$ cat src/rtl/scf_pkg.sv
// Shared types, constants and state encoding for the strip cluster finder.
`timescale 1ns / 1ps
`default_nettype none

package scf_pkg;

	localparam int CHANNELS      = 1024;
	localparam int STRIP_IDX_W   = $clog2(CHANNELS);
	localparam int STRIP_CNT_W   = STRIP_IDX_W + 1;
	localparam int SIGNAL_W      = 16;
	localparam int FACTOR_W      = 8;
	localparam int THR_W         = SIGNAL_W + FACTOR_W;
	localparam int SUM_W         = 26;
	localparam int WSUM_W        = 36;
	localparam int COG_W         = 16;
	localparam int COG_FRAC_W    = 6;
	localparam int DIVIDEND_W    = WSUM_W + COG_FRAC_W;
	localparam int DIV_STEPS     = COG_W;
	localparam int DIV_STEP_W    = $clog2(DIV_STEPS);
	localparam int CFG_INDEX_W   = 8;

	localparam logic [THR_W-1:0]    THR_ONE              = THR_W'(256);
	localparam logic [FACTOR_W-1:0] SEED_FACTOR_RST      = FACTOR_W'(80);
	localparam logic [FACTOR_W-1:0] NEIGHBOUR_FACTOR_RST = FACTOR_W'(32);

	localparam logic [CFG_INDEX_W-1:0] REG_SEED_FACTOR      = CFG_INDEX_W'(0);
	localparam logic [CFG_INDEX_W-1:0] REG_NEIGHBOUR_FACTOR = CFG_INDEX_W'(1);

	typedef struct packed {
		logic signed [SIGNAL_W-1:0] strip_signal;
		logic [SIGNAL_W-1:0]        strip_sigma;
		logic                       strip_masked;
		logic signed [SIGNAL_W-1:0] chip_common_noise;
	} strip_t;

	typedef struct packed {
		logic [STRIP_IDX_W-1:0]     start_strip;
		logic [STRIP_CNT_W-1:0]     strip_count;
		logic [COG_W-1:0]           centroid;
		logic signed [SIGNAL_W-1:0] cluster_common_noise;
	} cluster_t;

	typedef enum logic [2:0] {
		ST_IDLE,
		ST_EVAL,
		ST_PREP,
		ST_DIV,
		ST_LOAD
	} scf_state_t;

	typedef struct packed {
		logic load_strip;
		logic eval;
		logic prep;
		logic div_step;
		logic load_out;
	} scf_cmd_t;

	typedef struct packed {
		logic emit;
	} scf_status_t;

endpackage

`default_nettype wire

$ cat src/rtl/strip_cluster_finder_core.sv
// Top level of the strip cluster finder: controller, datapath and configuration port.
//
// Strips of one event enter on the strip channel, one transaction per strip, in
// order; the strip index is counted inside and wraps after CHANNELS strips.
// Clusters leave on the cluster channel, at most one per strip transaction.
// Configuration writes (seed_factor at index 0, neighbour_factor at index 1)
// are taken on the cfg channel in any cycle; issue them while the block is idle.
// A strip that closes no cluster is accepted, then evaluated.
// A strip that closes a cluster is accepted and evaluated, then passes divider
// setup, 16 steps of the restoring divider for the center of gravity, and the
// load of the output register. The cluster is valid on the cycle after the load.
// The divider, one quotient bit per cycle, sets the per-cluster cost.
// While a cluster waits in the output register, strips are still accepted;
// a second cluster waits after its division until the register is free, and
// no strip is accepted meanwhile.
// Reset clears the strip counter and the open run, drops any pending cluster
// and restores the factors to 5.0 and 2.0.
`timescale 1ns / 1ps
`default_nettype none

module strip_cluster_finder_core
	import scf_pkg::*;
(
	input  wire logic                   clk,
	input  wire logic                   arst_n,
	input  wire logic                   strip_valid,
	output logic                        strip_ready,
	input  wire strip_t                 strip,
	output logic                        cluster_valid,
	input  wire logic                   cluster_ready,
	output cluster_t                    cluster,
	input  wire logic                   cfg_valid,
	output logic                        cfg_ready,
	input  wire logic [CFG_INDEX_W-1:0] cfg_index,
	input  wire logic [FACTOR_W-1:0]    cfg_data
);

	scf_cmd_t    cmd;
	scf_status_t status;

	assign cfg_ready = 1'b1;

	scf_ctrl u_ctrl (
		.clk           (clk),
		.arst_n        (arst_n),
		.strip_valid   (strip_valid),
		.strip_ready   (strip_ready),
		.cluster_valid (cluster_valid),
		.cluster_ready (cluster_ready),
		.status        (status),
		.cmd           (cmd)
	);

	scf_datapath u_datapath (
		.clk       (clk),
		.arst_n    (arst_n),
		.strip     (strip),
		.cfg_write (cfg_valid && cfg_ready),
		.cfg_index (cfg_index),
		.cfg_data  (cfg_data),
		.cmd       (cmd),
		.status    (status),
		.cluster   (cluster)
	);

endmodule

`default_nettype wire

$ cat src/rtl/scf_ctrl.sv
// Controller state machine: strip intake, evaluation, division sequencing, output handoff.
`timescale 1ns / 1ps
`default_nettype none

module scf_ctrl
	import scf_pkg::*;
(
	input  wire logic        clk,
	input  wire logic        arst_n,
	input  wire logic        strip_valid,
	output logic             strip_ready,
	output logic             cluster_valid,
	input  wire logic        cluster_ready,
	input  wire scf_status_t status,
	output scf_cmd_t         cmd
);

	scf_state_t state_q, state_d;
	logic [DIV_STEP_W-1:0] step_q;
	logic cluster_valid_q;

	always_ff @(posedge clk or negedge arst_n) begin
		if (!arst_n) begin
			state_q <= ST_IDLE;
		end else begin
			state_q <= state_d;
		end
	end

	always_comb begin
		state_d     = state_q;
		cmd         = '0;
		strip_ready = 1'b0;
		unique case (state_q)
			ST_IDLE: begin
				strip_ready = 1'b1;
				if (strip_valid) begin
					cmd.load_strip = 1'b1;
					state_d = ST_EVAL;
				end
			end
			ST_EVAL: begin
				cmd.eval = 1'b1;
				state_d = status.emit ? ST_PREP : ST_IDLE;
			end
			ST_PREP: begin
				cmd.prep = 1'b1;
				state_d = ST_DIV;
			end
			ST_DIV: begin
				cmd.div_step = 1'b1;
				if (step_q == DIV_STEP_W'(DIV_STEPS - 1)) begin
					state_d = ST_LOAD;
				end
			end
			ST_LOAD: begin
				if (!cluster_valid_q || cluster_ready) begin
					cmd.load_out = 1'b1;
					state_d = ST_IDLE;
				end
			end
			default: begin
				state_d = ST_IDLE;
			end
		endcase
	end

	always_ff @(posedge clk or negedge arst_n) begin
		if (!arst_n) begin
			step_q <= '0;
		end else if (cmd.prep) begin
			step_q <= '0;
		end else if (cmd.div_step) begin
			step_q <= step_q + 1'b1;
		end
	end

	always_ff @(posedge clk or negedge arst_n) begin
		if (!arst_n) begin
			cluster_valid_q <= 1'b0;
		end else if (cmd.load_out) begin
			cluster_valid_q <= 1'b1;
		end else if (cluster_ready) begin
			cluster_valid_q <= 1'b0;
		end
	end

	assign cluster_valid = cluster_valid_q;

endmodule

`default_nettype wire

$ cat src/rtl/scf_datapath.sv
// Datapath: thresholds, run accumulation, restoring divider and output register.
`timescale 1ns / 1ps
`default_nettype none

module scf_datapath
	import scf_pkg::*;
(
	input  wire logic                   clk,
	input  wire logic                   arst_n,
	input  wire strip_t                 strip,
	input  wire logic                   cfg_write,
	input  wire logic [CFG_INDEX_W-1:0] cfg_index,
	input  wire logic [FACTOR_W-1:0]    cfg_data,
	input  wire scf_cmd_t               cmd,
	output scf_status_t                 status,
	output cluster_t                    cluster
);

	logic [FACTOR_W-1:0] seed_factor_q, neighbour_factor_q;

	strip_t strip_q;

	logic [STRIP_IDX_W-1:0] strip_counter_q;
	logic                   run_active_q;
	logic [STRIP_IDX_W-1:0] run_start_q;
	logic [STRIP_IDX_W-1:0] run_end_q;
	logic                   seed_seen_q;
	logic [SUM_W-1:0]       signal_total_q;
	logic [WSUM_W-1:0]      weighted_total_q;

	logic [STRIP_IDX_W-1:0] cap_first_q;
	logic [STRIP_CNT_W-1:0] cap_count_q;
	logic [SIGNAL_W-1:0]    cap_noise_q;
	logic [SUM_W-1:0]       cap_sum_q;
	logic [WSUM_W-1:0]      cap_wsum_q;

	logic [SUM_W-1:0]       rem_q;
	logic [COG_W-1:0]       low_q;
	logic [COG_W-1:0]       quo_q;
	logic                   ovf_q;
	logic                   zero_q;

	cluster_t cluster_q;

	logic                   sig_pos;
	logic [THR_W-1:0]       sig8;
	logic [THR_W-1:0]       seed_prod, nb_prod, seed_thr, nb_thr;
	logic                   include_strip, seed_hit, last_strip;
	logic [SUM_W-2:0]       weight_prod;
	logic [SUM_W-1:0]       sum_next;
	logic [WSUM_W-1:0]      wsum_next;
	logic [STRIP_IDX_W-1:0] sel_first, sel_end;
	logic                   emit;
	logic [DIVIDEND_W-1:0]  dividend;
	logic [SUM_W:0]         rem_shift, rem_diff;

	always_ff @(posedge clk or negedge arst_n) begin
		if (!arst_n) begin
			seed_factor_q      <= SEED_FACTOR_RST;
			neighbour_factor_q <= NEIGHBOUR_FACTOR_RST;
		end else if (cfg_write) begin
			unique case (cfg_index)
				REG_SEED_FACTOR:      seed_factor_q <= cfg_data;
				REG_NEIGHBOUR_FACTOR: neighbour_factor_q <= cfg_data;
				default: ;
			endcase
		end
	end

	always_ff @(posedge clk) begin
		if (cmd.load_strip) begin
			strip_q <= strip;
		end
	end

	always_comb begin
		sig_pos   = !strip_q.strip_signal[SIGNAL_W-1];
		sig8      = {5'b0, strip_q.strip_signal[SIGNAL_W-2:0], 4'b0};
		seed_prod = THR_W'(strip_q.strip_sigma) * THR_W'(seed_factor_q);
		nb_prod   = THR_W'(strip_q.strip_sigma) * THR_W'(neighbour_factor_q);
		seed_thr  = (seed_prod == '0) ? THR_ONE : seed_prod;
		nb_thr    = (nb_prod == '0) ? THR_ONE : nb_prod;

		include_strip = !strip_q.strip_masked && sig_pos && (sig8 >= nb_thr);
		seed_hit      = sig_pos && (sig8 >= seed_thr);
		last_strip    = (strip_counter_q == STRIP_IDX_W'(CHANNELS - 1));

		weight_prod = (SUM_W-1)'(strip_q.strip_signal[SIGNAL_W-2:0])
			* (SUM_W-1)'(strip_counter_q);
		sum_next    = signal_total_q + SUM_W'(strip_q.strip_signal[SIGNAL_W-2:0]);
		wsum_next   = weighted_total_q + WSUM_W'(weight_prod);

		if (include_strip) begin
			sel_first = run_active_q ? run_start_q : strip_counter_q;
			sel_end   = strip_counter_q;
			emit      = last_strip && (seed_seen_q || seed_hit);
		end else begin
			sel_first = run_start_q;
			sel_end   = run_end_q;
			emit      = run_active_q && seed_seen_q;
		end
		status.emit = emit;
	end

	always_ff @(posedge clk or negedge arst_n) begin
		if (!arst_n) begin
			strip_counter_q  <= '0;
			run_active_q     <= 1'b0;
			run_start_q      <= '0;
			run_end_q        <= '0;
			seed_seen_q      <= 1'b0;
			signal_total_q   <= '0;
			weighted_total_q <= '0;
		end else if (cmd.eval) begin
			strip_counter_q <= last_strip ? '0 : strip_counter_q + 1'b1;
			if (include_strip && !last_strip) begin
				run_active_q     <= 1'b1;
				run_start_q      <= sel_first;
				run_end_q        <= strip_counter_q;
				seed_seen_q      <= seed_seen_q || seed_hit;
				signal_total_q   <= sum_next;
				weighted_total_q <= wsum_next;
			end else begin
				run_active_q     <= 1'b0;
				run_start_q      <= '0;
				run_end_q        <= '0;
				seed_seen_q      <= 1'b0;
				signal_total_q   <= '0;
				weighted_total_q <= '0;
			end
		end
	end

	always_ff @(posedge clk) begin
		if (cmd.eval && emit) begin
			cap_first_q <= sel_first;
			cap_count_q <= STRIP_CNT_W'(sel_end - sel_first) + 1'b1;
			cap_noise_q <= strip_q.chip_common_noise;
			cap_sum_q   <= include_strip ? sum_next : signal_total_q;
			cap_wsum_q  <= include_strip ? wsum_next : weighted_total_q;
		end
	end

	assign dividend  = {cap_wsum_q, {COG_FRAC_W{1'b0}}}
		+ DIVIDEND_W'(cap_sum_q[SUM_W-1:1]);
	assign rem_shift = {rem_q, low_q[COG_W-1]};
	assign rem_diff  = rem_shift - {1'b0, cap_sum_q};

	always_ff @(posedge clk) begin
		if (cmd.prep) begin
			rem_q  <= dividend[DIVIDEND_W-1:COG_W];
			low_q  <= dividend[COG_W-1:0];
			quo_q  <= '0;
			ovf_q  <= (dividend[DIVIDEND_W-1:COG_W] >= cap_sum_q);
			zero_q <= (cap_sum_q == '0);
		end else if (cmd.div_step) begin
			low_q <= {low_q[COG_W-2:0], 1'b0};
			if (!rem_diff[SUM_W]) begin
				rem_q <= rem_diff[SUM_W-1:0];
				quo_q <= {quo_q[COG_W-2:0], 1'b1};
			end else begin
				rem_q <= rem_shift[SUM_W-1:0];
				quo_q <= {quo_q[COG_W-2:0], 1'b0};
			end
		end
	end

	always_ff @(posedge clk) begin
		if (cmd.load_out) begin
			cluster_q.start_strip          <= cap_first_q;
			cluster_q.strip_count          <= cap_count_q;
			cluster_q.cluster_common_noise <= cap_noise_q;
			priority if (zero_q) begin
				cluster_q.centroid <= '0;
			end else if (ovf_q) begin
				cluster_q.centroid <= '1;
			end else begin
				cluster_q.centroid <= quo_q;
			end
		end
	end

	assign cluster = cluster_q;

endmodule

`default_nettype wire

$ cat config.mk
export PLATFORM = sky130hd
export DESIGN_NAME = strip_cluster_finder_core
export DESIGN_NICKNAME = d
export VERILOG_FILES = /design/src/rtl/scf_pkg.sv /design/src/rtl/strip_cluster_finder_core.sv /design/src/rtl/scf_ctrl.sv /design/src/rtl/scf_datapath.sv
export SDC_FILE = /design/constraint.sdc
export NUM_CORES = 2
export LEC_CHECK = 0
export BUFFER_PORTS_ARGS = -buffer_cell sky130_fd_sc_hd__buf_2
export CAP_MARGIN = 5
export CORE_UTILIZATION = 40
export CTS_CLUSTER_DIAMETER = 50
export DETAILED_ROUTE_END_ITERATION = 10
export PLACE_DENSITY = 0.6
export SLEW_MARGIN = 10
export SYNTH_ARGS = -nofsm -noshare
export SYNTH_HDL_FRONTEND = slang
export SYNTH_SLANG_ARGS = --single-unit
export TNS_END_PERCENT = 20
$ cat constraint.sdc
create_clock -name clk -period 15.55 [get_ports clk]
set_input_delay 0.7775 -clock clk [delete_from_list [all_inputs] [get_ports clk]]
set_output_delay 0.7775 -clock clk [all_outputs]
set_load 0.02 [all_outputs]
# Word level (Yosys, flattened, before mapping)
# Cells that the tools add are included.
# Widths: inputs -> output; s select.
[classes] n_addsub=8 eq_ne=10 mux=39 reduce_logical=23 n_mul=3 order_cmp=3
[ops] op="$mux 26" count=5
[ops] op="$mux 36" count=2
[ops] op="$mux 10" count=6
[ops] op="$ge 19x24->1" count=2
[ops] op="$logic_not 24->1" count=2
[ops] op="$mul 16x8->24" count=2
[ops] op="$mux 16" count=3
[ops] op="$mux 24" count=2
[ops] op="$add 42x25->42" count=1
[ops] op="$add 36x25->36" count=1
[ops] op="$sub 27x26->27" count=1
[ops] op="$add 26x15->26" count=1
[ops] op="$ge 26x26->1" count=1
[ops] op="$logic_not 26->1" count=1
[ops] op="$mul 15x10->25" count=1
[ops] op="$pmux 3 s5" count=1
[ops] op="$mux 1" count=14
[ops] op="$add 11x1->11 const B" count=1
[ops] op="$sub 10x10->11" count=1
[ops] op="$add 10x1->10 const B" count=1
[ops] op="$eq 10x10->1 const B" count=1
[ops] op="$mux 3" count=3
[ops] op="$eq 8x1->1 const B" count=1
[ops] op="$logic_not 8->1" count=1
[ops] op="16 further kinds" count=31
[word_totals] output_inout_bits=56 reg_bits=379 word_cells=116 in_bits=70

# Logic depth before layout (Yosys ltp)
[depth] depth_word=10 ltp_mapped=48 depth_no_buf=44

# Modules after synthesis
# From an unflattened synthesis, not the netlist that was laid out.
[unflattened] cells_unflattened=3283 hier_area_um2=33379.5
[by_module_without_submodules] module="scf_datapath" seq_area_each_um2=10433.8 cells_per_inst=3237 n_inst=1 area_each_um2=32942.8
[by_module_without_submodules] module="scf_ctrl" seq_area_each_um2=200.2 cells_per_inst=44 n_inst=1 area_each_um2=425.4
[by_module_without_submodules] module="strip_cluster_finder_core" seq_area_each_um2=0.0 cells_per_inst=2 n_inst=1 area_each_um2=11.3

# Worst setup path after synthesis
# No wires, ideal clock.
[synth_path] path_kind="reg-to-reg" from="reg u_datapath.seed_factor_q[6]" to="reg u_datapath.cap_count_q[0], enable pin" path_buffers=2 stages_incl_launch_ff=26 synth_period_minus_slack_ps=9363 path_slack_ps=6187 arrival_ps=8888 path_cell_list="dfstp_2 -> clkbuf_1 -> clkbuf_1 -> nand2_1 -> fa_1 -> fa_1 -> fa_1 -> fa_1 -> inv_1 -> ha_1 -> or4_1 -> a21oi_1 -> nand3_1 -> a211oi_1 -> o21ai_0 -> xnor2_1 -> and4_1 -> nand4_1 -> or4_1 -> and2_1 -> ha_1 -> nand4_1 -> or3_1 -> a311oi_1 -> a21o_1 -> a32o_1"
[synth_via] elab_chain_cells=9
[synth_rtl] item="from (decl)" line="scf_datapath.sv:19" rtl="logic [FACTOR_W-1:0] seed_factor_q, neighbour_factor_q;"
[synth_rtl] item="from (signal assigned)" line="scf_datapath.sv:63" rtl="REG_SEED_FACTOR: seed_factor_q <= cfg_data;"
[synth_rtl] item="$mul 16x8->24 *" line="scf_datapath.sv:79" rtl="seed_prod = THR_W'(strip_q.strip_sigma) * THR_W'(seed_factor_q);"
[synth_rtl] item="$logic_not 24->1" line="scf_datapath.sv:81" rtl="seed_thr = (seed_prod == '0) ? THR_ONE : seed_prod;"
[synth_rtl] item="$mux 24 *" line="scf_datapath.sv:81"
[synth_rtl] item="$ge 19x24->1 *" line="scf_datapath.sv:85" rtl="seed_hit = sig_pos && (sig8 >= seed_thr);"
[synth_rtl] item="$logic_and 1x1->1 *" line="scf_datapath.sv:85"
[synth_rtl] item="$logic_or 1x1->1 *" line="scf_datapath.sv:96" rtl="emit = last_strip && (seed_seen_q || seed_hit);"
[synth_rtl] item="$logic_and 1x1->1 *" line="scf_datapath.sv:96"
[synth_rtl] item="$mux 1 *" line="scf_datapath.sv:93" rtl="if (include_strip) begin"
[synth_rtl] item="$logic_and 1x1->1 *" line="scf_datapath.sv:135" rtl="if (cmd.eval && emit) begin"
[synth_rtl] item="to (signal assigned)" line="scf_datapath.sv:137" rtl="cap_count_q <= STRIP_CNT_W'(sel_end - sel_first) + 1'b1;"
[synth_rtl] item="to (decl)" line="scf_datapath.sv:32" rtl="logic [STRIP_CNT_W-1:0] cap_count_q;"
# Every way passes the cells marked *; elsewhere a longest branch is shown, timed or not.
# A chain may end at the register's enable or synchronous reset.

# Worst setup path after layout
[layout_path] from="reg u_datapath.strip_q[22] in the netlist's numbering" to="reg u_datapath.cap_count_q[10], data pin"
[layout_via] elab_chain_cells=8 elab_cells_between_ends=9 classes_between="add/sub: 2; mul: 1; order compare: 1; mux: 3; reduce/logical: 2"
[layout_rtl] item="from (decl)" line="scf_datapath.sv:21" rtl="strip_t strip_q;"
[layout_rtl] item="from (signal assigned)" line="scf_datapath.sv:72" rtl="strip_q <= strip;"
[layout_rtl] item="$mul 16x8->24 *" line="scf_datapath.sv:80" rtl="nb_prod = THR_W'(strip_q.strip_sigma) * THR_W'(neighbour_factor_q);"
[layout_rtl] item="$logic_not 24->1" line="scf_datapath.sv:82" rtl="nb_thr = (nb_prod == '0) ? THR_ONE : nb_prod;"
[layout_rtl] item="$mux 24 *" line="scf_datapath.sv:82"
[layout_rtl] item="$ge 19x24->1 *" line="scf_datapath.sv:84" rtl="include_strip = !strip_q.strip_masked && sig_pos && (sig8 >= nb_thr);"
[layout_rtl] item="$logic_and 1x1->1 *" line="scf_datapath.sv:84"
[layout_rtl] item="$mux 10" line="scf_datapath.sv:93"
[layout_rtl] item="$sub 10x10->11 *" line="scf_datapath.sv:137"
[layout_rtl] item="$add 11x1->11 *" line="scf_datapath.sv:137"
# Marked as above.

==> results.ini <==
[critical_path]
rrSetupSlack_ns=5.97
endpoint_kind=register
reg2reg_from=u_datapath.strip_q[22]$_DFFE_PP_
critPathMaxFanout=16
path_buf_inv=4
arrival_ns=9.96
start_kind=register
critPathMaxStageDelay_ns=0.76
critical-path-slowest-cell=edfxtp_1
ff2ff_path_depth=39
r2r-end=u_datapath.cap_count_q[10]$_DFFE_PP_
critPathRequiredTime_ns=15.93
crit_family=adder cells
crit_type=register to register
worst-path-stages=39

[cells_and_area]
fillers=7804
drive_above_1_share_pct=9.90
fin_cells=4506
layout.nets=4048
num_antenna_cells=0
final_cell_area_mm2=0.0366
area_growth_pct=10.9

[pwr]
max-vdd-ir-drop_mv=0.107
cellLeakagePower_nw=16.7
p_per_area_mw_per_mm2=158

[hold_path]
hold_class=primary input to asynchronous set/reset pin

[yosys]
synthArstFlopShare_pct=31.1
synth_top_family_by_area=adder cells
synthSimpleGateAreaFrac_pct=15.8
synth_nets=3977
synth_top_cell_area_share_pct=22.3
synth_top_flop_cell=edfxtp_1
muxShareOfSynthArea_pct=2.18
syn_avg_cell_area_um2=9.96
synth-compound-area-share_pct=10.9
synth_area_leaders=edfxtp_1 22%, fa_1 18%, ha_1 11%, dfrtp_1 8.7%, nand2_1 5.0%
syn_inst=3318
yosys.cell_types.count=85
synth_edf_count=245
ys_seq_area_share_pct=32.2
yosys_register_bits=379
syn_area_mm2=0.0330
yosysTopAreaCell=edfxtp_1
synthAdderAreaFrac_pct=29.1
yosys.area_share.xor_xnor_pct=4.00
ys_warn_count=0

[clocking]
cts_buffer_depth=3
root_buffer=clkbuf_16
clk_pin_slew_ns=0.06
clock_latency_ns=0.64
cts_setup_buffers=0
hold_buffers=0
cts_buffers=55
cts_resized=0
cts_tree=built
htreeDepth=2
clock_sinks=379

[outcome]
status=completed

[floorplanning]
initial_core_util_pct=40.4
core_mm2=0.0818
ios=126
die_w_um=289
die_y_um=289
core.rowCount=105
die_area_mm2=0.0838

[route]
wire_per_inst_um=17.5
dr.pass1.iters=5
viasPerCell=5.19
drc=0
drtAntennaViolNets=0
routed_wl_um=78700
via_count=23400
drtIter0Drc=1434

[placed_design]
portBuffers=124
dpl_cell_area_mm2=0.0347
place_hpwl_um=59400
dp_cells=4402
gp_congestion=0.879

[sta]
hold_viol=0
worstMarginPinSlew_ns=1.03
fmaxAchievable_ghz=0.104
period_minus_slack_ns=9.58
finalMaxSlewViolations=0
finalSetupTns_ns=0
setup_violations=0
post-route-period-util_pct=61.6
fin_worst_skew_ns=0.0486
relSlewSlack_pct=30.6
rsz0062_at_grt=no

[flow_run]
drv_cap=0

[global_routing]
grt_max_degree=89
grt-ovfl-total=0
gr-usage-all-layers_pct=19.3
grt_antenna_before_repair=0
first_global_vias=23800
grt_pass1_wl_um=128000

-- synth_stat cells, types with 22 or more instances --
| cell | number |
|---|---|
| nand2_1 | 442 |
| inv_1 | 352 |
| fa_1 | 299 |
| ha_1 | 290 |
| edfxtp_1 | 245 |
| and2_1 | 232 |
| o21ai_0 | 152 |
| nor2_1 | 139 |
| a21oi_1 | 131 |
| clkbuf_1 | 117 |
| dfrtp_1 | 115 |
| xnor2_1 | 83 |
| nand3_1 | 66 |
| xor2_1 | 66 |
| a21o_1 | 63 |
| mux2_2 | 47 |
| nand2b_1 | 36 |
| nand4_1 | 33 |
| o21a_1 | 32 |
| nor3_1 | 30 |
| a22o_1 | 29 |
| a31oi_1 | 25 |
| o21ai_1 | 22 |
-- worst reg2reg max path, delay by kind of cell, from the launching register on --
kind,cells,cell delay (ns)
DFF,1,0.76
buffers and inverters,4,0.20
muxes,1,0.18
AOI/OAI and AO/OA,13,2.47
and+or+nand+nor,11,2.37
adders and majority gates,8,3.05
xor gates and xnor gates,2,0.29
-- metrics by stage --
step	util (%)	setup WS, ns	hold WS, ns	total power [mW]
2_1_floorplan	-	6.19	0.400	3.77
3_3_place_gp	42.4	6.13	0.401	4.48
3_5_place_dp	42.4	5.92	0.405	4.52
4_1_cts	44.8	5.93	0.200	5.84
5_1_grt	44.8	5.06	0.244	6.30
6_report	44.8	5.97	0.203	5.79
-- cells by family after synthesis --
group | after synthesis
muxes | 66
adders and majority gates | 589
and+or+nand+nor | 1075
AOI/OAI and AO/OA | 563
xor gates and xnor gates | 150
buffers and inverters | 495
other | 1
DFF | 379
-- registers in the layout, indices dropped and copies added, names as in the netlist, 3 cells and up --
register	cells
u_datapath.cap_count_q	11
u_datapath.cap_noise_q	16
u_datapath.low_q	16
u_datapath.quo_q	16
u_datapath.cap_wsum_q	36
u_datapath.cap_sum_q	26
u_datapath.strip_q	34
u_ctrl.step_q	4
u_datapath.strip_counter_q	10
u_datapath.cluster	53
u_datapath.run_start_q	10
u_datapath.sig8	15
u_ctrl.state_q	3
u_datapath.rem_q	26
u_datapath.weighted_total_q	36
u_datapath.cap_first_q	10
u_datapath.run_end_q	10
u_datapath.neighbour_factor_q	8
u_datapath.seed_factor_q	8
u_datapath.signal_total_q	26
-- power by group --
group	switching [mW]	internal [mW]
clock	0.525	0.762
sequential	0.192	1.32
combinational	1.78	1.21
-- placed cells by master (no fill, tap or decap), types with 16 or more instances in the layout --
cell,n
mux2_2,47
a22o_1,29
a21oi_1,131
clkbuf_16,56
nand2_1,441
o21ai_1,22
and2_1,231
nor3_1,28
o21a_1,32
xor2_1,66
dfrtp_1,115
nand2b_1,35
a21o_1,63
mux2i_1,19
edfxtp_1,245
buf_4,33
o21ai_0,152
and3_1,19
inv_1,351
xnor2_1,83
fa_1,299
nand3_1,66
nand4_1,33
a31oi_1,25
ha_1,290
or3_1,18
buf_2,123
dfxtp_1,16
nor2_1,139
nor2b_1,18
-- area by class of cell --
type / count / area (µm²) / share of cell area, %
Clock buffer: 65 / 1460 / 3.97
Clock inverter: 39 / 488 / 1.33
Inverter: 352 / 1320 / 3.61
Multi-Input combinational cell: 2444 / 20500 / 56.0
Sequential cell: 379 / 10600 / 29.0
Tap cell: 1070 / 1340 / 3.65
Timing Repair Buffer: 157 / 875 / 2.39
-- worst max path at each step --
stage | from | to | slack [ns]
after global placement | u_datapath.strip_q[22]$_DFFE_PP_ | u_datapath.cap_count_q[10]$_DFFE_PP_ | 6.13
final | u_datapath.strip_q[22]$_DFFE_PP_ | u_datapath.cap_count_q[10]$_DFFE_PP_ | 5.97
after detailed placement | u_datapath.strip_q[22]$_DFFE_PP_ | u_datapath.cap_count_q[10]$_DFFE_PP_ | 5.92
after floorplan | u_datapath.seed_factor_q[6]$_DFFE_PN1P_ | u_datapath.cap_count_q[0]$_DFFE_PP_ | 6.19
after global routing | u_datapath.strip_q[22]$_DFFE_PP_ | u_datapath.cap_count_q[10]$_DFFE_PP_ | 5.06
after CTS | u_datapath.strip_q[22]$_DFFE_PP_ | u_datapath.cap_count_q[10]$_DFFE_PP_ | 5.93
-- metal layers --
metal / track usage, % / part of all wire [%] / vias to the layer above
li1: - / - / 11300
met1: 25.8 / 46 / 11500
met2: 33.0 / 49 / 431
met3: 2.19 / 3.4 / 112
met4: 4.93 / 2.2 / 0
met5: 0 / 0 / -
Note: power is estimated with default switching activity, not from simulation.
